## src/sv/scd_pkg.sv

```systemverilog
// Shared types and constants of the sync command deframer.
// No dependencies; imported by every module of the block but scd_ram.
`default_nettype none

package scd_pkg;

  // Command bytes on the radio link
  localparam logic [7:0] CMD_SEQ_NAME   = 8'h01;
  localparam logic [7:0] CMD_MEDIA_NAME = 8'h02;
  localparam logic [7:0] CMD_SEQ_START  = 8'h03;
  localparam logic [7:0] CMD_MEDIA_START = 8'h04;
  localparam logic [7:0] CMD_SEQ_STOP   = 8'h05;
  localparam logic [7:0] CMD_MEDIA_STOP = 8'h06;
  localparam logic [7:0] CMD_SYNC       = 8'h07;
  localparam logic [7:0] CMD_BLANK      = 8'h09;
  localparam logic [7:0] CMD_UNLOCK     = 8'hFF;

  // Payload bytes of a sync frame
  localparam int unsigned SYNC_LEN = 9 - 1;

  // Entries of the result queue between front and back
  localparam int unsigned QUEUE_DEPTH = 2;

  // Event codes of a result item
  typedef enum logic [3:0] {
    EV_NAME_BYTE   = 4'd0,
    EV_SEQ_OPENED  = 4'd1,
    EV_SEQ_SAME    = 4'd2,
    EV_MEDIA_OPENED = 4'd3,
    EV_SEQ_START   = 4'd4,
    EV_MEDIA_START = 4'd5,
    EV_SEQ_STOP    = 4'd6,
    EV_MEDIA_STOP  = 4'd7,
    EV_SYNC        = 4'd8,
    EV_BLANK       = 4'd9,
    EV_UNLOCKED    = 4'd10,
    EV_UNKNOWN     = 4'd11,
    EV_NAME_LONG   = 4'd12
  } ev_t;

  // Framing phase of the front part
  typedef enum logic [1:0] {
    PH_IDLE  = 2'd0,
    PH_SEQ   = 2'd1,
    PH_MEDIA = 2'd2,
    PH_SYNC  = 2'd3
  } phase_t;

  // Compact result record handed from the front to the back
  typedef struct packed {
    ev_t         event_res;
    logic [7:0]  data_byte;
    logic [63:0] payload;
    logic        seq_active;
    logic        media_active;
  } res_rec_t;

  // One classified result leaving the front
  typedef struct packed {
    logic     vld;
    res_rec_t rec;
  } fe_res_t;

endpackage

`default_nettype wire

```

## src/sv/sync_command_deframer_core.sv

```systemverilog
// Top level of the sync command deframer: front framer, result queue and config port.
// Depends on scd_pkg, scd_front and scd_back.
//
//   channel  | direction | handshake          | payload
//   ---------+-----------+--------------------+------------------------------------------
//   input    | in        | push / full        | in_rx_byte
//   result   | out       | empty / pop        | out_event_res .. out_forward
//   config   | in        | cfg_valid/cfg_ready| cfg_bridge_enable
//
// One byte is taken every cycle while full is low; its result, if any, can be
// popped from the next cycle on. The name compare reads the store ahead, addressed
// by the next count, so the byte-by-byte compare never stalls the input. A two-entry
// result queue holds results while pop is low; full rises only when both entries
// wait. Reset leaves the framer locked and the queue empty. cfg_ready is always high.
`default_nettype none

module sync_command_deframer_core #(
  parameter int NAME_DEPTH = 256
) (
  input  wire logic          clk,
  input  wire logic          rst_n,
  input  wire logic          push,
  output logic               full,
  input  wire logic [7:0]    in_rx_byte,
  output logic               empty,
  input  wire logic          pop,
  output logic [3:0]         out_event_res,
  output logic [7:0]         out_data_byte,
  output logic signed [31:0] out_frame_number,
  output logic [31:0]        out_time_bits,
  output logic               out_seq_active,
  output logic               out_media_active,
  output logic               out_forward,
  input  wire logic          cfg_valid,
  output logic               cfg_ready,
  input  wire logic          cfg_bridge_enable
);

  import scd_pkg::*;

  logic    acc;
  fe_res_t fe_res;

  assign acc       = push && !full;
  assign cfg_ready = 1'b1;

  // Framing and classification
  scd_front #(
    .NAME_DEPTH(NAME_DEPTH)
  ) u_front (
    .clk    (clk),
    .rst_n  (rst_n),
    .acc    (acc),
    .rx_byte(in_rx_byte),
    .res    (fe_res)
  );

  // Queue and result formatting
  scd_back u_back (
    .clk              (clk),
    .rst_n            (rst_n),
    .acc              (acc),
    .res              (fe_res),
    .full             (full),
    .empty            (empty),
    .pop              (pop),
    .cfg_we           (cfg_valid && cfg_ready),
    .cfg_bridge_enable(cfg_bridge_enable),
    .out_event_res    (out_event_res),
    .out_data_byte    (out_data_byte),
    .out_frame_number (out_frame_number),
    .out_time_bits    (out_time_bits),
    .out_seq_active   (out_seq_active),
    .out_media_active (out_media_active),
    .out_forward      (out_forward)
  );

endmodule

`default_nettype wire

```

## src/sv/scd_ram.sv

```systemverilog
// Generic single-write, single-read RAM with registered read data.
// No dependencies; used for the stored sequence name.
`default_nettype none

module scd_ram #(
  parameter int WIDTH  = 8,
  parameter int DEPTH  = 256,
  parameter int ADDR_W = (DEPTH > 1) ? $clog2(DEPTH) : 1
) (
  input  wire logic              clk,
  input  wire logic              we,
  input  wire logic [ADDR_W-1:0] waddr,
  input  wire logic [WIDTH-1:0]  wdata,
  input  wire logic [ADDR_W-1:0] raddr,
  output logic      [WIDTH-1:0]  rdata
);

  logic [WIDTH-1:0] mem [DEPTH];

  // Write port and registered read port
  always_ff @(posedge clk) begin
    if (we) begin
      mem[waddr] <= wdata;
    end
    rdata <= mem[raddr];
  end

endmodule

`default_nettype wire

```

## src/sv/scd_front.sv

```systemverilog
// Front part: frames received bytes, compares sequence names and classifies events.
// Depends on scd_pkg and scd_ram.
`default_nettype none

module scd_front #(
  parameter int NAME_DEPTH = 256
) (
  input  wire logic             clk,
  input  wire logic             rst_n,
  input  wire logic             acc,
  input  wire logic [7:0]       rx_byte,
  output scd_pkg::fe_res_t      res
);

  import scd_pkg::*;

  localparam int AW = $clog2(NAME_DEPTH);
  localparam logic [AW-1:0] LAST_IDX  = AW'(NAME_DEPTH - 1);
  localparam logic [AW-1:0] SYNC_LAST = AW'(SYNC_LEN - 1);

  phase_t        phase_r, phase_nxt;
  logic [AW-1:0] cnt_r, cnt_nxt;
  logic          locked_r, locked_nxt;
  logic          differs_r, differs_nxt;
  logic          seq_r, seq_nxt;
  logic          media_r, media_nxt;
  logic [63:0]   pay_r, pay_nxt;
  logic          e0_ok_r, e0_ok_nxt;
  logic          byp_r, byp_nxt;
  logic [7:0]    byp_d_r;
  logic          ra0_r;

  logic          we;
  logic [AW-1:0] waddr;
  logic [7:0]    wdata;
  logic [7:0]    ram_q;
  logic [7:0]    rd_cur;
  logic          at_last;
  logic          rd_ne;
  logic          emit;
  ev_t           ev;

  // Name store; the read port always fetches the entry of the next count
  scd_ram #(
    .WIDTH(8),
    .DEPTH(NAME_DEPTH),
    .ADDR_W(AW)
  ) u_name_ram (
    .clk  (clk),
    .we   (we),
    .waddr(waddr),
    .wdata(wdata),
    .raddr(cnt_nxt),
    .rdata(ram_q)
  );

  // Stored character at the current count, with write bypass and entry zero cleared at reset
  always_comb begin
    if (byp_r) begin
      rd_cur = byp_d_r;
    end else if (ra0_r && !e0_ok_r) begin
      rd_cur = 8'h00;
    end else begin
      rd_cur = ram_q;
    end
  end

  assign at_last = (cnt_r == LAST_IDX);
  assign rd_ne   = (rd_cur != rx_byte);

  // Next framing phase
  always_comb begin
    phase_nxt = phase_r;
    if (acc) begin
      unique case (phase_r)
        PH_SEQ, PH_MEDIA: begin
          if (rx_byte == 8'h00 || at_last) begin
            phase_nxt = PH_IDLE;
          end
        end
        PH_SYNC: begin
          if (cnt_r == SYNC_LAST) begin
            phase_nxt = PH_IDLE;
          end
        end
        PH_IDLE: begin
          if (!locked_r) begin
            priority if (rx_byte == CMD_SEQ_NAME) begin
              phase_nxt = PH_SEQ;
            end else if (rx_byte == CMD_MEDIA_NAME) begin
              phase_nxt = PH_MEDIA;
            end else if (rx_byte == CMD_SYNC) begin
              phase_nxt = PH_SYNC;
            end else begin
              phase_nxt = PH_IDLE;
            end
          end
        end
        default: phase_nxt = PH_IDLE;
      endcase
    end
  end

  // Counters, flags, store writes and the classified event
  always_comb begin
    cnt_nxt     = cnt_r;
    locked_nxt  = locked_r;
    differs_nxt = differs_r;
    seq_nxt     = seq_r;
    media_nxt   = media_r;
    pay_nxt     = pay_r;
    we          = 1'b0;
    waddr       = cnt_r;
    wdata       = rx_byte;
    emit        = 1'b0;
    ev          = EV_UNKNOWN;
    if (acc) begin
      unique case (phase_r)
        PH_SEQ, PH_MEDIA: begin
          if (rx_byte != 8'h00) begin
            if (at_last) begin
              // Name too long: drop it, and empty the store if it was already changed
              if (phase_r == PH_SEQ && differs_r) begin
                we      = 1'b1;
                waddr   = '0;
                wdata   = 8'h00;
                seq_nxt = 1'b0;
              end
              cnt_nxt     = '0;
              differs_nxt = 1'b0;
              emit        = 1'b1;
              ev          = EV_NAME_LONG;
            end else begin
              if (phase_r == PH_SEQ) begin
                we          = 1'b1;
                differs_nxt = differs_r | rd_ne;
              end
              cnt_nxt = cnt_r + 1'b1;
              emit    = 1'b1;
              ev      = EV_NAME_BYTE;
            end
          end else begin
            // Terminating zero closes the name
            cnt_nxt = '0;
            emit    = 1'b1;
            if (phase_r == PH_SEQ) begin
              we          = 1'b1;
              differs_nxt = 1'b0;
              if (differs_r || rd_ne) begin
                seq_nxt = (cnt_r != '0);
                ev      = EV_SEQ_OPENED;
              end else begin
                ev = EV_SEQ_SAME;
              end
            end else begin
              media_nxt = (cnt_r != '0);
              ev        = EV_MEDIA_OPENED;
            end
          end
        end
        PH_SYNC: begin
          pay_nxt = {rx_byte, pay_r[63:8]};
          if (cnt_r == SYNC_LAST) begin
            cnt_nxt = '0;
            emit    = seq_r | media_r;
            ev      = EV_SYNC;
          end else begin
            cnt_nxt = cnt_r + 1'b1;
          end
        end
        PH_IDLE: begin
          if (locked_r) begin
            if (rx_byte == CMD_UNLOCK) begin
              locked_nxt = 1'b0;
              emit       = 1'b1;
              ev         = EV_UNLOCKED;
            end
          end else begin
            unique case (rx_byte)
              CMD_SEQ_NAME, CMD_MEDIA_NAME: begin
                cnt_nxt     = '0;
                differs_nxt = 1'b0;
              end
              CMD_SEQ_START: begin
                emit = seq_r;
                ev   = EV_SEQ_START;
              end
              CMD_MEDIA_START: begin
                emit = media_r;
                ev   = EV_MEDIA_START;
              end
              CMD_SEQ_STOP: begin
                if (seq_r) begin
                  seq_nxt    = 1'b0;
                  locked_nxt = 1'b1;
                  we         = 1'b1;
                  waddr      = '0;
                  wdata      = 8'h00;
                  emit       = 1'b1;
                  ev         = EV_SEQ_STOP;
                end
              end
              CMD_MEDIA_STOP: begin
                if (media_r) begin
                  media_nxt = 1'b0;
                  emit      = 1'b1;
                  ev        = EV_MEDIA_STOP;
                end
              end
              CMD_SYNC: begin
                cnt_nxt = '0;
                pay_nxt = '0;
              end
              CMD_BLANK: begin
                emit = 1'b1;
                ev   = EV_BLANK;
              end
              CMD_UNLOCK: begin
                emit = 1'b1;
                ev   = EV_UNLOCKED;
              end
              default: begin
                emit = 1'b1;
                ev   = EV_UNKNOWN;
              end
            endcase
          end
        end
        default: begin
          emit = 1'b0;
        end
      endcase
    end
  end

  // Bypass bookkeeping for the store read port
  assign e0_ok_nxt = e0_ok_r | (we && waddr == '0);
  assign byp_nxt   = we && (waddr == cnt_nxt);

  // Result towards the queue
  always_comb begin
    res.vld              = emit;
    res.rec.event_res    = ev;
    res.rec.data_byte    = rx_byte;
    res.rec.payload      = pay_nxt;
    res.rec.seq_active   = seq_nxt;
    res.rec.media_active = media_nxt;
  end

  // Control state
  always_ff @(posedge clk) begin
    if (!rst_n) begin
      phase_r   <= PH_IDLE;
      cnt_r     <= '0;
      locked_r  <= 1'b1;
      differs_r <= 1'b0;
      seq_r     <= 1'b0;
      media_r   <= 1'b0;
      e0_ok_r   <= 1'b0;
      byp_r     <= 1'b0;
      ra0_r     <= 1'b1;
    end else begin
      phase_r   <= phase_nxt;
      cnt_r     <= cnt_nxt;
      locked_r  <= locked_nxt;
      differs_r <= differs_nxt;
      seq_r     <= seq_nxt;
      media_r   <= media_nxt;
      e0_ok_r   <= e0_ok_nxt;
      byp_r     <= byp_nxt;
      ra0_r     <= (cnt_nxt == '0);
    end
  end

  // Payload registers
  always_ff @(posedge clk) begin
    pay_r   <= pay_nxt;
    byp_d_r <= wdata;
  end

endmodule

`default_nettype wire

```

## src/sv/scd_back.sv

```systemverilog
// Back part: result queue, bridge enable register and result formatting.
// Depends on scd_pkg.
`default_nettype none

module scd_back (
  input  wire logic               clk,
  input  wire logic               rst_n,
  input  wire logic               acc,
  input  wire scd_pkg::fe_res_t   res,
  output logic                    full,
  output logic                    empty,
  input  wire logic               pop,
  input  wire logic               cfg_we,
  input  wire logic               cfg_bridge_enable,
  output logic [3:0]              out_event_res,
  output logic [7:0]              out_data_byte,
  output logic signed [31:0]      out_frame_number,
  output logic [31:0]             out_time_bits,
  output logic                    out_seq_active,
  output logic                    out_media_active,
  output logic                    out_forward
);

  import scd_pkg::*;

  localparam int PW = $clog2(QUEUE_DEPTH);
  localparam int CW = $clog2(QUEUE_DEPTH + 1);

  res_rec_t      entry_r [QUEUE_DEPTH];
  logic [PW-1:0] wr_ptr_r, wr_ptr_nxt;
  logic [PW-1:0] rd_ptr_r, rd_ptr_nxt;
  logic [CW-1:0] cnt_r, cnt_nxt;
  logic          bridge_r;
  logic          do_wr;
  logic          do_rd;
  res_rec_t      head;

  assign full  = (cnt_r == CW'(QUEUE_DEPTH));
  assign empty = (cnt_r == '0);
  assign do_wr = acc && res.vld;
  assign do_rd = pop && !empty;

  // Queue pointers and fill count
  always_comb begin
    wr_ptr_nxt = wr_ptr_r;
    rd_ptr_nxt = rd_ptr_r;
    if (do_wr) begin
      wr_ptr_nxt = (wr_ptr_r == PW'(QUEUE_DEPTH - 1)) ? '0 : wr_ptr_r + 1'b1;
    end
    if (do_rd) begin
      rd_ptr_nxt = (rd_ptr_r == PW'(QUEUE_DEPTH - 1)) ? '0 : rd_ptr_r + 1'b1;
    end
    cnt_nxt = cnt_r + CW'(do_wr) - CW'(do_rd);
  end

  always_ff @(posedge clk) begin
    if (!rst_n) begin
      wr_ptr_r <= '0;
      rd_ptr_r <= '0;
      cnt_r    <= '0;
      bridge_r <= 1'b0;
    end else begin
      wr_ptr_r <= wr_ptr_nxt;
      rd_ptr_r <= rd_ptr_nxt;
      cnt_r    <= cnt_nxt;
      if (cfg_we) begin
        bridge_r <= cfg_bridge_enable;
      end
    end
  end

  // Queue storage
  always_ff @(posedge clk) begin
    if (do_wr) begin
      entry_r[wr_ptr_r] <= res.rec;
    end
  end

  // Expand the head record into the result fields
  assign head = entry_r[rd_ptr_r];

  always_comb begin
    out_event_res    = head.event_res;
    out_data_byte    = (head.event_res == EV_NAME_BYTE) ? head.data_byte : 8'h00;
    out_frame_number = (head.event_res == EV_SYNC) ? signed'(head.payload[31:0]) : '0;
    out_time_bits    = (head.event_res == EV_SYNC) ? head.payload[63:32] : '0;
    out_seq_active   = head.seq_active;
    out_media_active = head.media_active;
    out_forward      = bridge_r;
  end

endmodule

`default_nettype wire

```

## config.mk

```make
export PLATFORM = sky130hd
export DESIGN_NAME = sync_command_deframer_core
export DESIGN_NICKNAME = d
export VERILOG_FILES = /design/src/sv/scd_pkg.sv /design/src/sv/sync_command_deframer_core.sv /design/src/sv/scd_ram.sv /design/src/sv/scd_front.sv /design/src/sv/scd_back.sv
export SDC_FILE = /design/constraint.sdc
export NUM_CORES = 2
export LEC_CHECK = 0
export ABC_CLOCK_PERIOD_IN_PS = 18350
export BUFFER_PORTS_ARGS = -buffer_cell sky130_fd_sc_hd__buf_2
export CAP_MARGIN = 25
export CORE_ASPECT_RATIO = 0.75
export CORE_MARGIN = 5
export CORE_UTILIZATION = 35
export DETAILED_ROUTE_END_ITERATION = 8
export PLACE_DENSITY = 0.52
export REMOVE_ABC_BUFFERS = 1
export SLEW_MARGIN = 20
export SYNTH_ARGS = -nofsm -noshare
export SYNTH_HDL_FRONTEND = slang
export SYNTH_SLANG_ARGS = --single-unit
```

## constraint.sdc

```tcl
create_clock -name clk -period 18.35 [get_ports clk]
set_input_delay 2.7525 -clock clk [delete_from_list [all_inputs] [get_ports clk]]
set_output_delay 2.7525 -clock clk [all_outputs]
set_load 0.05 [all_outputs]
```

==> run metrics <==
final-stage net count=6908; die area=0.275 mm2; Seq. cell area=0.0682 mm2; number of global-route vias before repair=55400; vias post-DR=58700; Rows=163; Hold Startpoint=u_front.e0_ok_r; Post-Route WL=290000 um; post-detail-place hpwl=171000 um; chip height=455 um; Post-CTS Resized=0; r2r startpoint=u_front.cnt_r[1]; RSZ-0062 raised after global routing=no; Chip Width=603 um; clk_skew=0.0776 ns; synth unique cells=92; worst path cell trace=buf_2, nor3_1, and3_1, o31a_4, o21a_4, buf_4, buf_12, nor2_1, buf_4, and3_1, nand3_1, nand3_1, nor4_1, o31ai_1, o32ai_1; Core Area=0.263 mm2; cells taking the most area after synthesis=edfxtp_1 72%, nand2_1 6.5%, nand3_1 3.6%, mux2i_1 3.1%, dfxtp_1 2.2%; CP endpoint kind=flop; EDFF count, synth=2204; Worst R2R Path Depth=15; setup slack, reg-to-reg=11.03 ns; CTS Hold Buffers Added=0; Leak=33.4 nW; Worst-Margin Slew=1.19 ns; H-tree depth=4; IO Port Bufs=94; setup bufs post-CTS=0; global-route wire length before repair=414000 um; All-Layer GR Usage=20.4%; Hold WC Path Type=flop to flop; total gr overflow=0; max-cap violation count=0; clock buffer depth=4; setup violators final=0; sequential share of the synthesized area=73.8%; cell taking the most area after synthesis=edfxtp_1; first-pass detailed-route iteration total=6; WS Path Type=input port to flop; Fin. Hold Viols=0; asr flop ratio synth=0%; worst hold path cell count=1; CP Max Fanout=123; final setup TNS=0 ns; r2r endpoint=u_front.u_name_ram.rdata[6]; Hold EP=u_front.e0_ok_r; clk_lat worst skew=0.90 ns; Slew Viols, Final=0; Area Growth Syn to Fin=11.9%; Peak VDD IR=0.0000747 V; Max Fclk=117 MHz; PD cells=101 mW/mm2; post-synthesis cell area=0.0924 mm2; Rel. slew slack=20.4%; Mean Syn Cell Area=13.5 um2; Routed Antenna Nets=0; Sink Count=2307; Routed WL per cell=27.6 um; Setup crit start kind=input port; TritonCTS Buffers=221; crit path max-delay cell type=nor4_1; Initial DRC Count=8154; initial core utilization=35.2%; Fillers=24500; via/cell ratio=5.58; post-synth top area share=71.6%; Arr. time, crit path=9.29 ns; clock transition at the registers of the reported paths=0.06 ns; Final period util=46.5%; count leader, synth=edfxtp_1; Crit path required time=19.11 ns; Residual DRC=0; synth cell count leaders=2204 x edfxtp_1, 1611 x nand2_1, 666 x nand3_1; largest net degree at the start of global routing=197; Mapped Cells=6870; Tmin final=8.53 ns; ratio of cells with drive above 1 in the final layout=9.02%; I/O pin count=96; Multi-input gate area=0.0220 mm2; status=finished clean; GPL Wtd Cong=0.851; initial antenna violation count=17; Root Buffer=clkbuf_16; Most used DFF post-synth=edfxtp_1; Placed Cells=10100; Layout Cells excl Fill=10500; Yosys warnings=0; post-synthesis register bit count=2307; Max stage delay on crit path=0.97 ns; CTS tree=yes
## flip-flops by register name, indices dropped and copies added, names as in the netlist, 2 cells and up, named ones only
name / count
u_front.u_name_ram.mem: 2048
u_back.entry_r: 156
u_front.pay_r: 64
u_front.byp_d_r: 8
u_front.cnt_r: 8
u_front.u_name_ram.rdata: 8
u_back.cnt_r: 2
u_front.phase_r: 2
## layer usage
metal,track usage [%],routed length (um),vias to the layer above
li1,-,-,25600
met1,31.3,132000,29900
met2,29.6,123000,2869
met3,4.34,28400,377
met4,4.56,6570,6
met5,0,37,-
## metrics by stage
step | utilization [%] | hold slack (ns) | setup WS (ns) | power (mW) | area (um2)
6_report | 39.3 | 0.467 | 9.82 | 10.5 | 103000
5_1_grt | 39.3 | 0.497 | 9.84 | 10.8 | 103000
4_1_cts | 39.3 | 0.469 | 10.17 | 10.6 | 103000
3_5_place_dp | 36.7 | 0.455 | 9.26 | 6.09 | 96400
3_3_place_gp | 36.6 | 0.453 | 9.03 | 6.09 | 96300
2_1_floorplan | - | 0.441 | 0.565 | 6.02 | 90100
## cell usage in the layout, fill, tap and decap left out, types with 12 or more instances in the layout
cell type,netlist,layout
nor2_1,397,385
o21ai_0,71,71
edfxtp_1,2204,2204
and2_1,22,13
bufinv_16,0,14
nor3_1,22,20
a311oi_1,47,46
buf_4,64,137
nand3_1,666,665
o221ai_1,16,16
clkinv_2,0,35
mux2i_1,284,284
clkbuf_16,0,228
clkbuf_1,147,67
a211oi_1,12,12
a22o_1,68,67
a211o_1,14,13
nand4_1,46,46
buf_12,0,14
dfxtp_1,103,102
xnor2_1,14,14
a31oi_1,99,99
a32oi_1,27,27
a21oi_1,219,216
or3_1,12,12
a22oi_1,27,26
nor2b_1,15,15
buf_2,213,94
clkbuf_8,0,12
and3_1,81,81
a21o_1,13,12
nor4_1,24,24
mux2_2,13,13
o22ai_1,38,38
o2111ai_1,15,15
a221oi_1,43,43
inv_1,19,19
clkinv_1,0,32
o211ai_1,20,20
nand2_1,1611,1608
## power by group
group	leakage [nW]	internal (mW)	switching, mW	total (mW)
sequential	20.7	5.76	0.0101	5.77
clock	3.40	2.52	1.99	4.51
combinational	9.37	0.0435	0.158	0.202
## layout make-up
cell class,instances,share of cell area [%]
flip-flops and latches,2307,66.0
multi-input cells,4086,21.2
clock buffers,307,5.92
well taps,3465,4.19
repair buffers,250,1.81
clock inverters,92,0.790
inverters,19,0.0690
diodes,2,0.00484
## kinds of logic (layout without fill, tap and decap cells)
| kind of cell | Yosys count | after routing | share of synthesized area (%) |
|---|---|---|---|
| buffers and inverters | 477 | 668 | 2.60 |
| AO/OA/AOI/OAI | 823 | 823 | 6.27 |
| multiplexers | 305 | 305 | 3.43 |
| XOR/XNOR | 16 | 16 | 0.152 |
| flip-flops | 2307 | 2307 | 73.8 |
| adder cells (fa/ha/maj) | 9 | 9 | 0.122 |
| AND/OR/NAND/NOR | 2932 | 2932 | 13.6 |
| other | 1 | 3 | 0.00406 |
## worst max-delay path, delay by kind of cell
family | cells | cell delay [ns]
AND/OR/NAND/NOR | 7 | 2.99
buffers and inverters | 4 | 1.82
AO/OA/AOI/OAI | 4 | 1.40
## how the worst max path moves through the flow
stage | from | endpoint | slack, ns | depth (start not counted)
5_1_grt | in_rx_byte[5] | u_front.u_name_ram.rdata[6] | 9.84 | 15
6_report | in_rx_byte[5] | u_front.u_name_ram.rdata[6] | 9.82 | 15
2_1_floorplan | push | u_front.u_name_ram.rdata[5] | 0.57 | 11
4_1_cts | in_rx_byte[5] | u_front.u_name_ram.rdata[6] | 10.17 | 15
3_3_place_gp | in_rx_byte[5] | u_front.u_name_ram.rdata[1] | 9.03 | 14
3_5_place_dp | in_rx_byte[5] | u_front.u_name_ram.rdata[6] | 9.26 | 15
No activity file was read; power rests on OpenSTA's default activity.
